$ cat src/rtl/core/window_weight_argmax_filter_macros.svh
// assertion macros shared by the window argmax filter rtl
`ifndef WINDOW_WEIGHT_ARGMAX_FILTER_MACROS_SVH
`define WINDOW_WEIGHT_ARGMAX_FILTER_MACROS_SVH

// expression must hold at every clock edge outside reset
`define WWAF_CHECK(label, clk, rst_n, expr) \
    label: assert property (@(posedge clk) disable iff (!rst_n) (expr)) \
        else $error("wwaf check failed");

// consequent must hold in the cycle after the antecedent
`define WWAF_CHECK_NEXT(label, clk, rst_n, ante, cons) \
    label: assert property (@(posedge clk) disable iff (!rst_n) (ante) |=> (cons)) \
        else $error("wwaf sequence check failed");

`endif

$ cat src/rtl/core/wwaf_pkg.sv
// shared types and constants of the window argmax filter
`default_nettype none

package wwaf_pkg;

    // default build parameters
    localparam int DEF_MAX_RADIUS = 3;
    localparam int DEF_MAX_WIDTH  = 1024;

    // pixel field widths
    localparam int WEIGHT_W = 16;
    localparam int ID_W     = 8;
    localparam int PIX_W    = WEIGHT_W + ID_W;

    // configuration port
    localparam int CFG_ADDR_W = 2;
    localparam int CFG_DATA_W = 13;
    localparam int RADIUS_W   = 2;
    localparam int WIDTH_W    = 11;
    localparam int HEIGHT_W   = 13;
    localparam int HEIGHT_MAX = 4096;

    // register indexes
    localparam logic [CFG_ADDR_W-1:0] CFG_RADIUS = 2'd0;
    localparam logic [CFG_ADDR_W-1:0] CFG_WIDTH  = 2'd1;
    localparam logic [CFG_ADDR_W-1:0] CFG_HEIGHT = 2'd2;

    // reset values
    localparam int RST_RADIUS = 1;
    localparam int RST_WIDTH  = 1024;
    localparam int RST_HEIGHT = 768;

    // one stored pixel, weight above id
    typedef struct packed {
        logic [WEIGHT_W-1:0] weight;
        logic [ID_W-1:0]     id;
    } t_pix;

    // per item control carried alongside the window
    typedef struct packed {
        logic            emit;
        logic            interior;
        logic            frame_end;
        logic [ID_W-1:0] own_id;
    } t_side;

endpackage

`default_nettype wire

$ cat src/rtl/core/wwaf_argmax_tree.sv
// pipelined argmax compare tree over the window, first pixel wins ties
`default_nettype none

module wwaf_argmax_tree
    import wwaf_pkg::*;
#(
    parameter int MAX_RADIUS = DEF_MAX_RADIUS,
    localparam int K  = 2 * MAX_RADIUS + 1,
    localparam int RW = $clog2(MAX_RADIUS + 1)
) (
    input  wire logic                  i_clk,
    input  wire logic                  i_rst_n,
    input  wire logic                  i_adv,
    input  wire logic                  i_valid,
    input  wire t_side                 i_side,
    input  wire t_pix [K-1:0][K-1:0]   i_win,
    input  wire logic [RW-1:0]         i_radius,
    output logic                       o_valid,
    output t_side                      o_side,
    output t_pix                       o_best
);

    localparam int N  = K * K;
    localparam int LV = $clog2(N);
    localparam int NP = 1 << LV;

    // later operand wins only on a strictly greater weight
    function automatic t_pix f_pick(input t_pix a, input t_pix b);
        return (b.weight > a.weight) ? b : a;
    endfunction

    logic [RW:0]     w_span;
    t_pix            w_leaf [NP];
    t_pix            r_node [1:NP-1];
    logic [LV-1:0]   r_vpipe;
    t_side           r_spipe [LV];

    assign w_span = {i_radius, 1'b0};

    // leaves in row-major window order, pixels outside the radius masked off
    for (genvar n = 0; n < NP; n++) begin : g_leaf
        if (n < N) begin : g_pix
            localparam int ROW = n / K;
            localparam int COL = n % K;
            localparam int A   = 2 * MAX_RADIUS - ROW;
            localparam int B   = 2 * MAX_RADIUS - COL;
            assign w_leaf[n] = ((RW+1)'(A) <= w_span && (RW+1)'(B) <= w_span)
                               ? i_win[A][B] : '0;
        end else begin : g_pad
            assign w_leaf[n] = '0;
        end
    end

    // heap ordered nodes, one register stage per tree level
    for (genvar i = 1; i < NP; i++) begin : g_node
        t_pix w_left;
        t_pix w_right;
        if (2 * i >= NP) begin : g_bottom
            assign w_left  = w_leaf[2*i-NP];
            assign w_right = w_leaf[2*i+1-NP];
        end else begin : g_inner
            assign w_left  = r_node[2*i];
            assign w_right = r_node[2*i+1];
        end
        always_ff @(posedge i_clk) begin
            if (i_adv) begin
                r_node[i] <= f_pick(w_left, w_right);
            end
        end
    end

    // valid bits follow the tree depth
    always_ff @(posedge i_clk) begin
        if (!i_rst_n) begin
            r_vpipe <= '0;
        end else if (i_adv) begin
            r_vpipe <= {r_vpipe[LV-2:0], i_valid};
        end
    end

    // control follows the tree depth
    always_ff @(posedge i_clk) begin
        if (i_adv) begin
            r_spipe[0] <= i_side;
            for (int k = 1; k < LV; k++) begin
                r_spipe[k] <= r_spipe[k-1];
            end
        end
    end

    assign o_valid = r_vpipe[LV-1];
    assign o_side  = r_spipe[LV-1];
    assign o_best  = r_node[1];

endmodule

`default_nettype wire

$ cat config.mk
export PLATFORM = sky130hd
export DESIGN_NAME = wwaf_argmax_tree
export DESIGN_NICKNAME = d
export VERILOG_FILES = /design/src/rtl/core/window_weight_argmax_filter_macros.svh /design/src/rtl/core/wwaf_pkg.sv /design/src/rtl/core/wwaf_argmax_tree.sv
export SDC_FILE = /design/constraint.sdc
export NUM_CORES = 2
export LEC_CHECK = 0
export ABC_AREA = 0
export BUFFER_PORTS_ARGS = -buffer_cell sky130_fd_sc_hd__buf_2
export CAP_MARGIN = 10
export CORE_AREA = 2 2 480 482
export CTS_CLUSTER_SIZE = 30
export DETAILED_ROUTE_END_ITERATION = 12
export DIE_AREA = 0 0 482 484
export PLACE_DENSITY_LB_ADDON = 0.2
export SLEW_MARGIN = 25
export SYNTH_ARGS = -nofsm -noshare
export SYNTH_HDL_FRONTEND = slang
export SYNTH_SLANG_ARGS = --single-unit
$ cat constraint.sdc
create_clock -name i_clk -period 3.95 [get_ports i_clk]
set_input_delay 0.79 -clock i_clk [delete_from_list [all_inputs] [get_ports i_clk]]
set_output_delay 0.79 -clock i_clk [all_outputs]
set_load 0.05 [all_outputs]
==> metrics.md <==
| Metric | Value |
|---|---|
| Rows | 176 |
| Relative slew margins | 0.359 |
| Total CTS buffers | 157 |
| Min-delay src | i_win[14] |
| DRT iter0 DRCs | 3,689 |
| Clock Pin Slew Worst Setup and Hold Paths | 0.06 ns |
| CTS max path bufs | 3 |
| PostCTS Resize Cnt | 0 |
| Layout overhead on the synthesized area | 24.5% |
| Hold Path Depth | 1 |
| Hold slack | 0.155 ns |
| Clock H-tree levels | 4 |
| Core Region | 0.229 mm2 |
| Synth warnings | 0 |
| EDFF count, synth | 1,314 |
| Clk Latency, worst-skew pair | 0.82 ns |
| Gr ovfl total | 0 |
| Crit path launch type | input pin |
| Largest net degree at the start of global routing | 124 |
| Yosys top cell area share | 0.519 |
| Tmin final | 3.35 ns |
| Hold Path Class | in -> reg |
| IO Pins | 1,229 |
| Final cell count without fillers | 11,500 |
| RePlAce Congestion | 0.946 |
| CP max FO | 23 |
| CP Class | in -> reg |
| Worst Hold Path EP | r_node[0][1358]$_DFFE_PP_ |
| Root buffer cell | clkbuf_16 |
| Mapped cell area | 0.0760 mm2 |
| Dpl cell area | 0.0892 mm2 |
| Sequential fraction of the synthesis area | 0.521 |
| Residual DRC | 0 |
| GRT Total Usage | 0.228 |
| Top post-synthesis cells by area | edfxtp_1, ha_1, mux2_2 |
| Worst vdd ir | 0.290 mV |
| Final hold viol count | 0 |
| Reg2Reg Depth | 7 |
| Number of global-route vias before repair | 58,300 |
| Critical Path RT | 4.56 ns |
| Die Ht | 484 um |
| Vias per cell | 4.95 |
| Pre-CTS WS | -0.155 ns |
| PwrDens | 482 mW/mm2 |
| Post-DRT Antenna Nets | 0 |
| Die X-Extent | 482 um |
| Global-route wire length before repair | 386 mm |
| Crit path DAT | 3.95 ns |
| R2R Path End | r_node[0][434]$_DFFE_PP_ |
| Setup ws final | 0.603 ns |
| Primary FF master, synth | edfxtp_1 |
| Max_cap viols | 0 |
| Inst Count DP | 11,100 |
| Buffers on Ports | 1,228 |
| Syn Area/Cell | 11.4 um2 |
| Status | finished, final reports clean |
| Pwr Total | 45.6 mW |
| FF+latch count, synth | 1,320 |
| Postcts setup bufs | 0 |
| Final worst path period share | 0.847 |
| Post-route cell area | 0.0946 mm2 |
| Worst r2r src | r_node[0][910]$_DFFE_PP_ |
| Post-DP HPWL | 224 mm |
| Busiest layer in global routing | met2 |
| Yosys cell types | 54 |
| Critical Path Sink Type | flop |
| Syn Nets | 8,636 |
| Post-synth ARST share | 0 |
| Total Routed Length | 274 mm |
| CTS tree | yes |
| Initial Util | 0.332 |
| Final slew viol count | 0 |
| Post-synthesis cell count | 6,675 |
| Drt first pass iters | 6 |
| DR vias | 56,800 |
| Initial antenna violation count | 76 |
| Yosys top cell by area | edfxtp_1 |
| Slew @ Worst Pin | 0.961 ns |
| Met2 Use GR | 0.402 |
| CTS Sinks | 1,320 |
| Layout cells sized above 1 | 0.307 |
| Fin Clk Skew | 0.0412 ns |
| Setup Viol. Count Final | 0 |
| R2R Setup Slk | 0.82 ns |
| Fmax | 0.299 GHz |
| CTS Hold Bufs | 0 |
| Full die area | 0.233 mm2 |
| Global-route track usage on met3 | 0.0359 |
| Unrepaired setup endpoints after global routing | no |
| Met1 track utilization from global routing | 0.279 |
| Final nets | 10,200 |
| Static leakage | 41.9 nW |
| Routed length per instance | 23.9 um |
## stage by stage
step	util	setup TNS, ns
after detailed placement	0.390	-3.18
after global placement	0.390	-0.429
final	0.414	0
after CTS	0.413	0
after global routing	0.414	0
after floorplan	-	0
## metal layers
layer | up-vias | wire (um)
li1 | 27500 | -
met1 | 27300 | 113000
met2 | 1571 | 137000
met3 | 433 | 13300
met4 | 28 | 10200
met5 | - | 191
## cells in the mapped netlist, drive strengths merged (8+ instances only)
cell type	instances
a211oi	14
a21boi	13
a21o	48
a21oi	312
a221o	14
a221oi	29
a41oi	28
and2	59
and3	171
buf	113
clkbuf	170
edfxtp	1314
ha	768
inv	646
mux2	576
mux2i	270
nand2	1182
nand3	216
nand4	142
nor2	44
nor2b	28
nor3	38
nor4	8
o211ai	8
o21ai	404
o31a	13
or4	8
## cell families (layout without fill, tap and decap cells)
kind of cell | after synthesis | after routing | synth area share
muxes | 846 | 846 | 0.121
other | 0 | 36 | 0
DFF | 1320 | 1320 | 0.521
adders and majority gates | 768 | 768 | 0.127
buffers and inverters | 929 | 2662 | 0.0494
AOI/OAI and AO/OA | 907 | 907 | 0.0687
and+or+nand+nor | 1905 | 1905 | 0.113
## how the worst max path moves through the flow
| stage | slack, ns | start | cells after the start | to |
|---|---|---|---|---|
| finish | 0.60 | i_radius[0] | 14 | r_node[0][1035]$_DFFE_PP_ |
| detailed placement | -0.16 | i_radius[0] | 15 | r_node[0][1244]$_DFFE_PP_ |
| CTS | 0.74 | i_radius[0] | 14 | r_node[0][1034]$_DFFE_PP_ |
| floorplan | 0.33 | i_radius[1] | 13 | r_node[0][1136]$_DFFE_PP_ |
| global route | 0.50 | i_radius[0] | 15 | r_node[0][1243]$_DFFE_PP_ |
| global placement | -0.09 | i_radius[0] | 15 | r_node[0][1243]$_DFFE_PP_ |
## sequential cells by signal, summed over array words and instances (netlist names)
register,flops
r_node,1248
r_spipe,66
r_vpipe,6
## report_power, final
part / switching [mW] / leakage [nW] / total (mW) / internal (mW)
Sequential: 1.26 / 12.8 / 19.3 / 18.1
Combinational: 6.28 / 26.6 / 11.3 / 5.05
Clock: 6.32 / 2.55 / 14.9 / 8.60
Total: 13.9 / 41.9 / 45.6 / 31.7
## cell usage in the layout (no fill, tap or decap), types with 29 or more instances in the layout
| cell type | netlist | final |
|---|---|---|
| buf_2 | 74 | 1225 |
| and2_1 | 59 | 58 |
| mux2_2 | 570 | 570 |
| nand2_1 | 1182 | 1182 |
| buf_12 | 2 | 60 |
| diode_2 | 0 | 36 |
| clkbuf_16 | 0 | 159 |
| a21oi_1 | 308 | 288 |
| buf_4 | 21 | 440 |
| mux2i_1 | 270 | 270 |
| and3_1 | 171 | 171 |
| nand3_1 | 216 | 216 |
| nor3_1 | 35 | 35 |
| a21o_1 | 48 | 48 |
| a221oi_1 | 29 | 29 |
| o21ai_0 | 397 | 397 |
| clkinv_1 | 0 | 33 |
| edfxtp_1 | 1314 | 1314 |
| inv_1 | 646 | 646 |
| ha_1 | 768 | 768 |
| nand4_1 | 141 | 141 |
| nor2_1 | 43 | 43 |
## worst max-delay path, cell delays in order
cell and delay (ns):
buf_4 0.32, and2_4 0.24, buf_12 0.18, buf_12 0.18
buf_12 0.16, nand2_1 0.09, ha_1 0.31, nand4_1 0.16
nor4_2 0.35, a21oi_1 0.12, a22oi_2 0.27, buf_12 0.21
buf_4 0.16, mux2i_1 0.28
## final cells by class
cell class / instances / area, um2
Fill cell: 22100 / 134000
Sequential cell: 1320 / 39600
Multi-Input combinational cell: 4426 / 32800
Timing Repair Buffer: 1726 / 10700
Clock buffer: 176 / 4040
Tap cell: 3026 / 3790
Inverter: 646 / 2420
Clock inverter: 114 / 1240
Antenna cell: 36 / 90.1
Power figures use the tool's default switching activity.
