--- src/rtl/core/window_weight_argmax_filter_macros.svh ---
// assertion macros shared by the window argmax filter rtl
`ifndef WINDOW_WEIGHT_ARGMAX_FILTER_MACROS_SVH
`define WINDOW_WEIGHT_ARGMAX_FILTER_MACROS_SVH

// expression must hold at every clock edge outside reset
`define WWAF_CHECK(label, clk, rst_n, expr) \
    label: assert property (@(posedge clk) disable iff (!rst_n) (expr)) \
        else $error("wwaf check failed");

// consequent must hold in the cycle after the antecedent
`define WWAF_CHECK_NEXT(label, clk, rst_n, ante, cons) \
    label: assert property (@(posedge clk) disable iff (!rst_n) (ante) |=> (cons)) \
        else $error("wwaf sequence check failed");

`endif

--- src/rtl/core/wwaf_ram.sv ---
// generic single write port ram with registered read
`default_nettype none

module wwaf_ram #(
    parameter int WIDTH = 8,
    parameter int DEPTH = 16,
    localparam int AW = $clog2(DEPTH)
) (
    input  wire logic             i_clk,
    input  wire logic             i_we,
    input  wire logic [AW-1:0]    i_waddr,
    input  wire logic [WIDTH-1:0] i_wdata,
    input  wire logic             i_re,
    input  wire logic [AW-1:0]    i_raddr,
    output logic      [WIDTH-1:0] o_rdata
);

    logic [WIDTH-1:0] r_mem [DEPTH];
    logic [WIDTH-1:0] r_rdata;

    // read returns the old word on a same address write
    always_ff @(posedge i_clk) begin
        if (i_we) begin
            r_mem[i_waddr] <= i_wdata;
        end
        if (i_re) begin
            r_rdata <= r_mem[i_raddr];
        end
    end

    assign o_rdata = r_rdata;

endmodule

`default_nettype wire

--- config.mk ---
export PLATFORM = sky130hd
export DESIGN_NAME = wwaf_ram
export DESIGN_NICKNAME = d
export VERILOG_FILES = /design/src/rtl/core/window_weight_argmax_filter_macros.svh /design/src/rtl/core/wwaf_ram.sv
export SDC_FILE = /design/constraint.sdc
export NUM_CORES = 1
export LEC_CHECK = 0
export ABC_CLOCK_PERIOD_IN_PS = 1700
export BUFFER_PORTS_ARGS = -buffer_cell sky130_fd_sc_hd__buf_2
export CAP_MARGIN = 40
export CORE_MARGIN = 2
export CORE_UTILIZATION = 54
export DETAILED_ROUTE_END_ITERATION = 10
export GPL_ROUTABILITY_DRIVEN = 0
export HOLD_SLACK_MARGIN = 0.15
export PLACE_DENSITY = 0.77
export SLEW_MARGIN = 25
export SYNTH_ARGS = -nofsm -noshare
export SYNTH_HDL_FRONTEND = slang
export SYNTH_SLANG_ARGS = --single-unit
--- constraint.sdc ---
create_clock -name i_clk -period 1.7 [get_ports i_clk]
set_input_delay 0.17 -clock i_clk [delete_from_list [all_inputs] [get_ports i_clk]]
set_output_delay 0.17 -clock i_clk [all_outputs]
set_load 0.03 [all_outputs]
==> impl_metrics.ini, run 1 <==
[run_status]
status = completed

[power]
irDropWorstVdd_uv = 800
p_per_area_nw_per_um2 = 1170
leakage_nw = 2.12
intPower_mw = 5.85
total_power_mw = 7.32
p_switching_mw = 1.47
pwr-share-comb_pct = 5.5
seqPwrFrac_pct = 51.9
pwr-share-clk_pct = 42.6
swShare_pct = 20.1

[placed_design]
dp.cells = 396
dp_hpwl_um = 6010
placed_area_um2 = 5640
portBuffers = 26

[floorplan]
boundaryPins = 27
core_area_um2 = 9330
design.die.area_um2 = 10500
fp.dieH_um = 102
initial_core_util_pct = 56.0
num_rows = 35
dieWidth_um = 102

[layout]
num-nets-final = 314
layout-drive-gt1-share_pct = 30.0
n_antenna_cell = 0
utilization_pct = 66.8
final_cells = 436
area_delta_synth_final_pct = 19.3
design_area_um2 = 6230

[min_path]
worstHoldStart = i_waddr[0]
whs_path_depth = 3
hold_class = primary input to register
min_to = r_mem[4][6]$_DFFE_PP_

[timing]
skew_ns = 0.00531
setup_violations = 0
slew_headroom_pct = 77.5
timing.final.crit_share_pct = 89.8
period_minus_slack_ns = 1.53
tightestPinTransition_ns = 0.338
slew_viol_final = 0
rsz0062_at_grt = false
hold_viol_final = 0
fmax_ghz = 0.655
fin_setup_tns_ns = 0

[yosys]
synth_area_leaders = edfxtp_1 (78%), mux4_2 (7.8%), mux4_1 (7.0%)
synth_most_common_cell = edfxtp_1
netlist_instances = 229
synth_edf_count = 136
yosys_warnings = 0
synth_cell_types = 18
synth_top_area_share_pct = 78.1
ys_seq_elements = 136
ys_seq_area_share_pct = 78.1
synth_area_per_cell_um2 = 22.8
synthesis.nets = 248
yosysTopAreaCell = edfxtp_1
netlist_top_cells_count = edfxtp_1 (136), mux4_2 (18), a22oi_1 (16)
async_reset_ff_share_pct = 0
synth-main-ff-cell = edfxtp_1
synthesis.area_um2 = 5230

[clock_tree]
tritoncts = yes
cts_buffer_depth = 2
clock-sinks = 136
clockRootBuffer = clkbuf_8
clock_latency_ns = 0.51
post-cts-setup-buffers = 0
htreeDepth = 4
clk_pin_slew_ns = 0.06
cts_buffers = 17

[routing]
initialDrtViolationCount = 160
avgViaCountPerCell = 5.72
drc_errors = 0
vias = 2496
wirelength_um = 9550
dr.pass1.iters = 5
post_drt_wl_per_cell_um = 21.9
antenna_left = 0

[job]
max-cap-violations = 0

[global_routing]
grt_pass1_wl_um = 14600
grt_usage_pct = 20.3
grt_pass1_vias = 2590
grt_max_degree = 33
gr-total-overflow = 0
antenna_found_initial = 0

[worst_setup_path]
r2r_cells = 3
reg2reg_from = r_mem[5][0]$_DFFE_PP_
cp.required_ns = 1.94
r2r-end = o_rdata[0]$_DFFE_PP_
cp-end-kind = register
start_kind = register
cpPeakStageDelay_ns = 0.54
crit_chain = mux4_1 -> a22oi_1 -> nand2_1
arrival_ns = 1.77
cp_max_fo = 1
slowest_stage = mux4_1
critPathKind = register to register
r2r_slack_ns = 0.17
metal layers:
layer  global-route usage (%)  part of all wire [%]
met5                        0                     0
met4                     6.77                  0.87
met3                     5.54                   6.1
met2                     33.6                    52
met1                     26.4                    41
state kept, by name (all words and copies together), names as in the netlist:
name     cells
r_mem      128
o_rdata      8
through the flow:
step | hold WS (ns) | worst slack (ns)
global route | 0.233 | 0.0965
global placement | 0.552 | -0.0620
floorplan | 0.269 | 0.0371
finish | 0.229 | 0.173
detailed placement | 0.550 | -0.0518
CTS | 0.206 | 0.181
power by group through the flow:
stage	registers (mW)	logic, mW	clock network [mW]
floorplan	3.90	0.191	0
global placement	3.86	0.369	0
detailed placement	3.87	0.381	0
CTS	3.80	0.402	3.17
global route	3.80	0.430	3.31
finish	3.80	0.399	3.12
logic make-up after synthesis:
group,synth area share (%)
flops,78.1
mux,14.8
buf+inv,1.65
compound gates,2.30
simple gates,3.14
cells in the final DEF, fill, tap and decap left out, drive strengths merged:
cell	instances
mux4	32
dlygate4sd3	9
clkinv	7
and2b	1
nand3b	2
nand2b	2
nand3	1
nand2	9
nor2	13
nor3	4
clkinvlp	3
a22oi	16
clkbuf	20
or3b	1
nor2b	1
bufinv	1
and2	1
edfxtp	136
buf	48
worst max path at each step:
stage	startpoint	end	slack [ns]	cells past startpoint
finish	r_mem[5][0]$_DFFE_PP_	o_rdata[0]$_DFFE_PP_	0.17	3
global placement	i_raddr[0]	o_rdata[0]$_DFFE_PP_	-0.06	5
floorplan	i_waddr[2]	r_mem[0][0]$_DFFE_PP_	0.04	2
CTS	r_mem[9][5]$_DFFE_PP_	o_rdata[5]$_DFFE_PP_	0.18	3
global route	r_mem[9][5]$_DFFE_PP_	o_rdata[5]$_DFFE_PP_	0.1	3
detailed placement	i_raddr[0]	o_rdata[0]$_DFFE_PP_	-0.05	5
area by class of cell:
class	instances	area [µm²]
fill	600	3090
clock inverter	11	83.8
sequential	136	4080
multi-input combinational	83	1060
timing repair buffer	57	423
tap	129	161
clock buffer	20	425
worst max-delay path: cells and delay by family (launching register included):
kind               cells  cell delay, ns
AOI/OAI and AO/OA      1            0.22
DFF                    1            0.36
muxes                  1            0.54
and+or+nand+nor        1            0.13
timing repair:
item / in CTS / in global routing
hold buffers: 9 / 0
endpoints found under the hold margin: 136 / 0
gates resized for setup: 0 / 0
No activity file was read; power rests on OpenSTA's default activity.
==> inputs of run 2 (changes only) <==
--- a/config.mk
+++ b/config.mk
@@ -5,15 +5,15 @@
 export SDC_FILE = /design/constraint.sdc
 export NUM_CORES = 1
 export LEC_CHECK = 0
-export ABC_CLOCK_PERIOD_IN_PS = 1700
+export ABC_CLOCK_PERIOD_IN_PS = 1600
 export BUFFER_PORTS_ARGS = -buffer_cell sky130_fd_sc_hd__buf_2
 export CAP_MARGIN = 40
 export CORE_MARGIN = 2
-export CORE_UTILIZATION = 54
+export CORE_UTILIZATION = 60
 export DETAILED_ROUTE_END_ITERATION = 10
 export GPL_ROUTABILITY_DRIVEN = 0
 export HOLD_SLACK_MARGIN = 0.15
-export PLACE_DENSITY = 0.77
+export PLACE_DENSITY = 0.81
 export SLEW_MARGIN = 25
 export SYNTH_ARGS = -nofsm -noshare
 export SYNTH_HDL_FRONTEND = slang
==> constraint.sdc (replaced) <==
create_clock -name i_clk -period 1.6 [get_ports i_clk]
set_input_delay 0.16 -clock i_clk [delete_from_list [all_inputs] [get_ports i_clk]]
set_output_delay 0.16 -clock i_clk [all_outputs]
set_load 0.03 [all_outputs]
==> impl_metrics.ini, run 2 (synthesized netlist as in run 1, its figures left out) <==
[run_status]
status = completed

[layout]
num-nets-final = 317
nFillCells = 480
largest-register = r_mem
final_cell_mix = edfxtp_1 (136), buf_2 (26), buf_4 (22)
design_area_um2 = 6280
largest_register_ffs = 128
final_cells = 418
layout-drive-gt1-share_pct = 32.6
n_antenna_cell = 0
area_delta_synth_final_pct = 20.1
final_common_cell = edfxtp_1

[routing]
vias = 2567
antenna_left = 0
wirelength_um = 9870
post_drt_wl_per_cell_um = 23.6
dr.pass1.iters = 5
avgViaCountPerCell = 6.14
initialDrtViolationCount = 224
drc_errors = 0

[timing]
hold_viol_final = 0
setup_ws_ns = 0.0956
period_minus_slack_ns = 1.50
fmax_ghz = 0.665
rsz0062_at_grt = false
whs_ns = 0.211
slew_headroom_pct = 70.6
tightestPinTransition_ns = 0.440
skew_ns = 0.00937
timing.final.crit_share_pct = 94.0
slew_viol_final = 0
setup_violations = 0

[clock_tree]
clockRootBuffer = clkbuf_8
cts_buffer_depth = 2
cts_buffers = 17
tritoncts = yes
clock-sinks = 136
clk_pin_slew_ns = 0.06
clock_latency_ns = 0.51
htreeDepth = 4

[placed_design]
dp.cells = 378
placed_area_um2 = 5640
dp_hpwl_um = 6290
dp_slack_ns = -0.131
portBuffers = 26

[floorplan]
core_area_um2 = 8590
num_rows = 34
boundaryPins = 27
fp.dieH_um = 97.3
dieWidth_um = 97.3
design.die.area_um2 = 9480
initial_core_util_pct = 60.8

[global_routing]
use_met1_pct = 30.7
grt_max_degree = 17
grt_usage_pct = 22.5
grt_most_used_layer = met2
met2_usage_pct = 36.6
gr-total-overflow = 0
met3_usage_pct = 5.11
antenna_found_initial = 0
grt_pass1_wl_um = 15200
grt_pass1_vias = 2598

[worst_setup_path]
start_kind = register
critPathKind = register to register
timing.critical_path.buf_inv = 0
cp.required_ns = 1.86
crit_chain = mux4_1 -> a22oi_2 -> nand2_1
slowest_stage = mux4_1
cp_max_fo = 1
cp-end-kind = register
arrival_ns = 1.77
cpPeakStageDelay_ns = 0.56
crit_family = multiplexers

[min_path]
hold_class = primary input to register

[job]
max-cap-violations = 0

[power]
p_per_area_nw_per_um2 = 1280
leakage_nw = 2.15
total_power_mw = 8.02
irDropWorstVdd_uv = 931
## run 2: changes by cell type in the layout (fill, tap and decap cells not counted), sizes merged
cell / previous run / this run
clkinvlp: 3 / 5
clkbuf: 20 / 17
clkinv: 7 / 6
buf: 48 / 51
inv: 0 / 1
bufinv: 1 / 2
## run 2: repair_timing
| action | 4_1_cts | 5_1_grt |
|---|---|---|
| hold buffers | 9 | 0 |
| setup buffers | 0 | 0 |
| setup endpoints to repair | 0 | 1 |
| endpoints found under the hold margin | 136 | 0 |
| gates resized for setup | 0 | 1 |
## run 2: worst paths after layout
| kind | cells after the start | slack, ns | to | startpoint |
|---|---|---|---|---|
| min | 3 | 0.21 | r_mem[4][4]$_DFFE_PP_ | i_waddr[0] |
| max reg2reg | 3 | 0.1 | o_rdata[3]$_DFFE_PP_ | r_mem[1][3]$_DFFE_PP_ |
| max | 3 | 0.1 | o_rdata[3]$_DFFE_PP_ | r_mem[1][3]$_DFFE_PP_ |
| min reg2reg | 3 | 0.75 | o_rdata[3]$_DFFE_PP_ | r_mem[14][3]$_DFFE_PP_ |
## run 2: cell type report
class                           instances  area, µm²  area share, %
Clock buffer                           17        414           6.59
Clock inverter                         14        134           2.13
Multi-Input combinational cell         83       1070           17.0
Sequential cell                       136       4080           65.0
Tap cell                              108        135           2.15
Timing Repair Buffer                   60        445           7.09
## run 2: worst register-to-register path, delay by kind of cell (launching register included)
kind,cells,cell delay [ns]
muxes,1,0.56
DFF,1,0.37
AOI/OAI and AO/OA,1,0.24
and+or+nand+nor,1,0.08
## run 2: metal layers
layer / wire, µm / share of wire [%]
met1: 3990 / 40
met2: 5030 / 51
met3: 725 / 7.3
met4: 131 / 1.3
met5: 0 / 0
## run 2: metrics by stage
stage	util, %	TNS [ns]
after floorplan	-	0
final	73.1	0
after global routing	73.1	0
after global placement	65.6	-0.403
after CTS	73.0	0
after detailed placement	65.6	-0.535
## run 2: power breakdown
part           switching, mW  internal [mW]  leakage, nW
Combinational          0.246          0.184        0.657
Clock                   1.38           2.18        0.257
Sequential            0.0217           4.02         1.24
Total                   1.64           6.38         2.15
==> inputs of run 3 (changes only) <==
--- a/config.mk
+++ b/config.mk
@@ -10,11 +10,12 @@
 export CAP_MARGIN = 40
 export CORE_MARGIN = 2
 export CORE_UTILIZATION = 60
+export CTS_BUF_LIST = sky130_fd_sc_hd__clkbuf_8
 export DETAILED_ROUTE_END_ITERATION = 10
 export GPL_ROUTABILITY_DRIVEN = 0
 export HOLD_SLACK_MARGIN = 0.15
 export PLACE_DENSITY = 0.81
-export SLEW_MARGIN = 25
+export SLEW_MARGIN = 40
 export SYNTH_ARGS = -nofsm -noshare
 export SYNTH_HDL_FRONTEND = slang
 export SYNTH_SLANG_ARGS = --single-unit
==> impl_metrics.ini, run 3 (synthesized netlist as in run 1, its figures left out) <==
[run_status]
status = completed

[floorplan]
boundaryPins = 27
design.die.area_um2 = 9480
dieWidth_um = 97.3
initial_core_util_pct = 60.8
num_rows = 34
fp.dieH_um = 97.3
core_area_um2 = 8590

[worst_setup_path]
timing.critical_path.buf_inv = 0
critical_path_depth = 3
reg2reg_from = r_mem[1][3]$_DFFE_PP_
critPathKind = register to register
crit_chain = mux4_1 -> a22oi_2 -> nand2_1
r2r-end = o_rdata[3]$_DFFE_PP_
cp-end-kind = register
r2r_cells = 3
r2r_slack_ns = 0.10
crit_start = r_mem[1][3]$_DFFE_PP_
arrival_ns = 1.67
cp_max_fo = 1
start_kind = register
worstSetupEndpoint = o_rdata[3]$_DFFE_PP_
slowest_stage = mux4_1
cpPeakStageDelay_ns = 0.56
crit_family = multiplexers
cp.required_ns = 1.77

[routing]
dr.pass1.iters = 4
initialDrtViolationCount = 208
post_drt_wl_per_cell_um = 22.7
drc_errors = 0
wirelength_um = 9500
antenna_left = 0
vias = 2554
avgViaCountPerCell = 6.11

[global_routing]
antenna_found_initial = 0
grt_usage_pct = 21.8
grt_pass1_vias = 2598
gr-total-overflow = 0
grt_max_degree = 17
grt_pass1_wl_um = 14900

[clock_tree]
cts_buffers = 17
clk_pin_slew_ns = 0.08
clock-sinks = 136
clockRootBuffer = clkbuf_8
htreeDepth = 4
cts_buffer_depth = 2
tritoncts = yes
clock_latency_ns = 0.42

[timing]
fin_setup_tns_ns = 0
skew_ns = 0.00909
fmax_ghz = 0.668
slew_headroom_pct = 71.7
timing.final.crit_share_pct = 93.6
hold_viol_final = 0
rsz0062_at_grt = false
slew_viol_final = 0
whs_ns = 0.308
period_minus_slack_ns = 1.50
tightestPinTransition_ns = 0.424
setup_violations = 0

[power]
p_per_area_nw_per_um2 = 1150
intPower_mw = 5.55
pwr-share-clk_pct = 36.6
pwr-share-comb_pct = 6.1
total_power_mw = 7.03
leakage_nw = 2.07
seqPwrFrac_pct = 57.3
p_switching_mw = 1.48
swShare_pct = 21.1
irDropWorstVdd_uv = 718

[layout]
largest-register = r_mem
num-nets-final = 317
area_delta_synth_final_pct = 16.7
n_antenna_cell = 0
final_cells = 418
final_common_cell = edfxtp_1
largest_register_ffs = 128
nFillCells = 511
layout-drive-gt1-share_pct = 32.6
final_cell_mix = edfxtp_1 (136), buf_2 (26), buf_4 (22)

[job]
max-cap-violations = 0

[placed_design]
dp_hpwl_um = 6290
dp.cells = 378
portBuffers = 26

[min_path]
whs_path_depth = 3
hold_class = primary input to register
-- run 3: power groups by stage --
| stage | logic [mW] | registers, mW | clock network, mW |
|---|---|---|---|
| after floorplan | 0.203 | 4.14 | 0 |
| after global placement | 0.396 | 4.11 | 0 |
| after detailed placement | 0.410 | 4.11 | 0 |
| after CTS | 0.429 | 4.03 | 2.62 |
| after global routing | 0.461 | 4.04 | 2.78 |
| final | 0.427 | 4.03 | 2.57 |
-- run 3: cell type report --
class / count / area (µm²) / area share [%]
clock buffers: 17 / 234 / 3.84
clock inverters: 14 / 134 / 2.19
multi-input cells: 83 / 1070 / 17.5
flip-flops and latches: 136 / 4080 / 67.0
well taps: 108 / 135 / 2.22
repair buffers: 60 / 445 / 7.30
-- run 3: worst reg2reg max path, cell delays in order (launching register included) --
cell	delay, ns
edfxtp_1	0.37
mux4_1	0.56
a22oi_2	0.24
nand2_1	0.08
-- run 3: what timing repair did --
item / in CTS / in global routing
endpoints found under the hold margin: 136 / 0
setup endpoints to repair: 0 / 1
hold buffers: 9 / 0
buffers inserted: 0 / 0
resized for setup: 0 / 1
-- run 3: how the worst min path moves through the flow --
| stage | from | endpoint | slack (ns) |
|---|---|---|---|
| final | i_waddr[0] | r_mem[4][4]$_DFFE_PP_ | 0.31 |
| after floorplan | i_wdata[0] | r_mem[0][0]$_DFFE_PP_ | 0.26 |
| after CTS | i_waddr[0] | r_mem[4][4]$_DFFE_PP_ | 0.29 |
| after global placement | i_wdata[7] | r_mem[11][7]$_DFFE_PP_ | 0.54 |
| after detailed placement | i_re | o_rdata[2]$_DFFE_PP_ | 0.55 |
| after global routing | i_waddr[0] | r_mem[4][3]$_DFFE_PP_ | 0.30 |
-- run 3: stage by stage --
stage | utilization [%] | setup WS (ns) | cell area, µm²
4_1_cts | 70.9 | 0.0300 | 6090
2_1_floorplan | - | 0.158 | 5230
5_1_grt | 71.0 | 0.0175 | 6100
6_report | 71.0 | 0.103 | 6100
3_3_place_gp | 65.6 | -0.0953 | 5640
3_5_place_dp | 65.6 | -0.131 | 5640
-- run 3: per-layer routing --
metal / vias to the layer above / global-route usage [%] / share of wire, %
met5: - / 0 / 0
met4: 0 / 6.41 / 0.83
met3: 6 / 5.25 / 7.5
met2: 115 / 34.8 / 51
met1: 1317 / 30.9 / 41
li1: 1116 / - / -
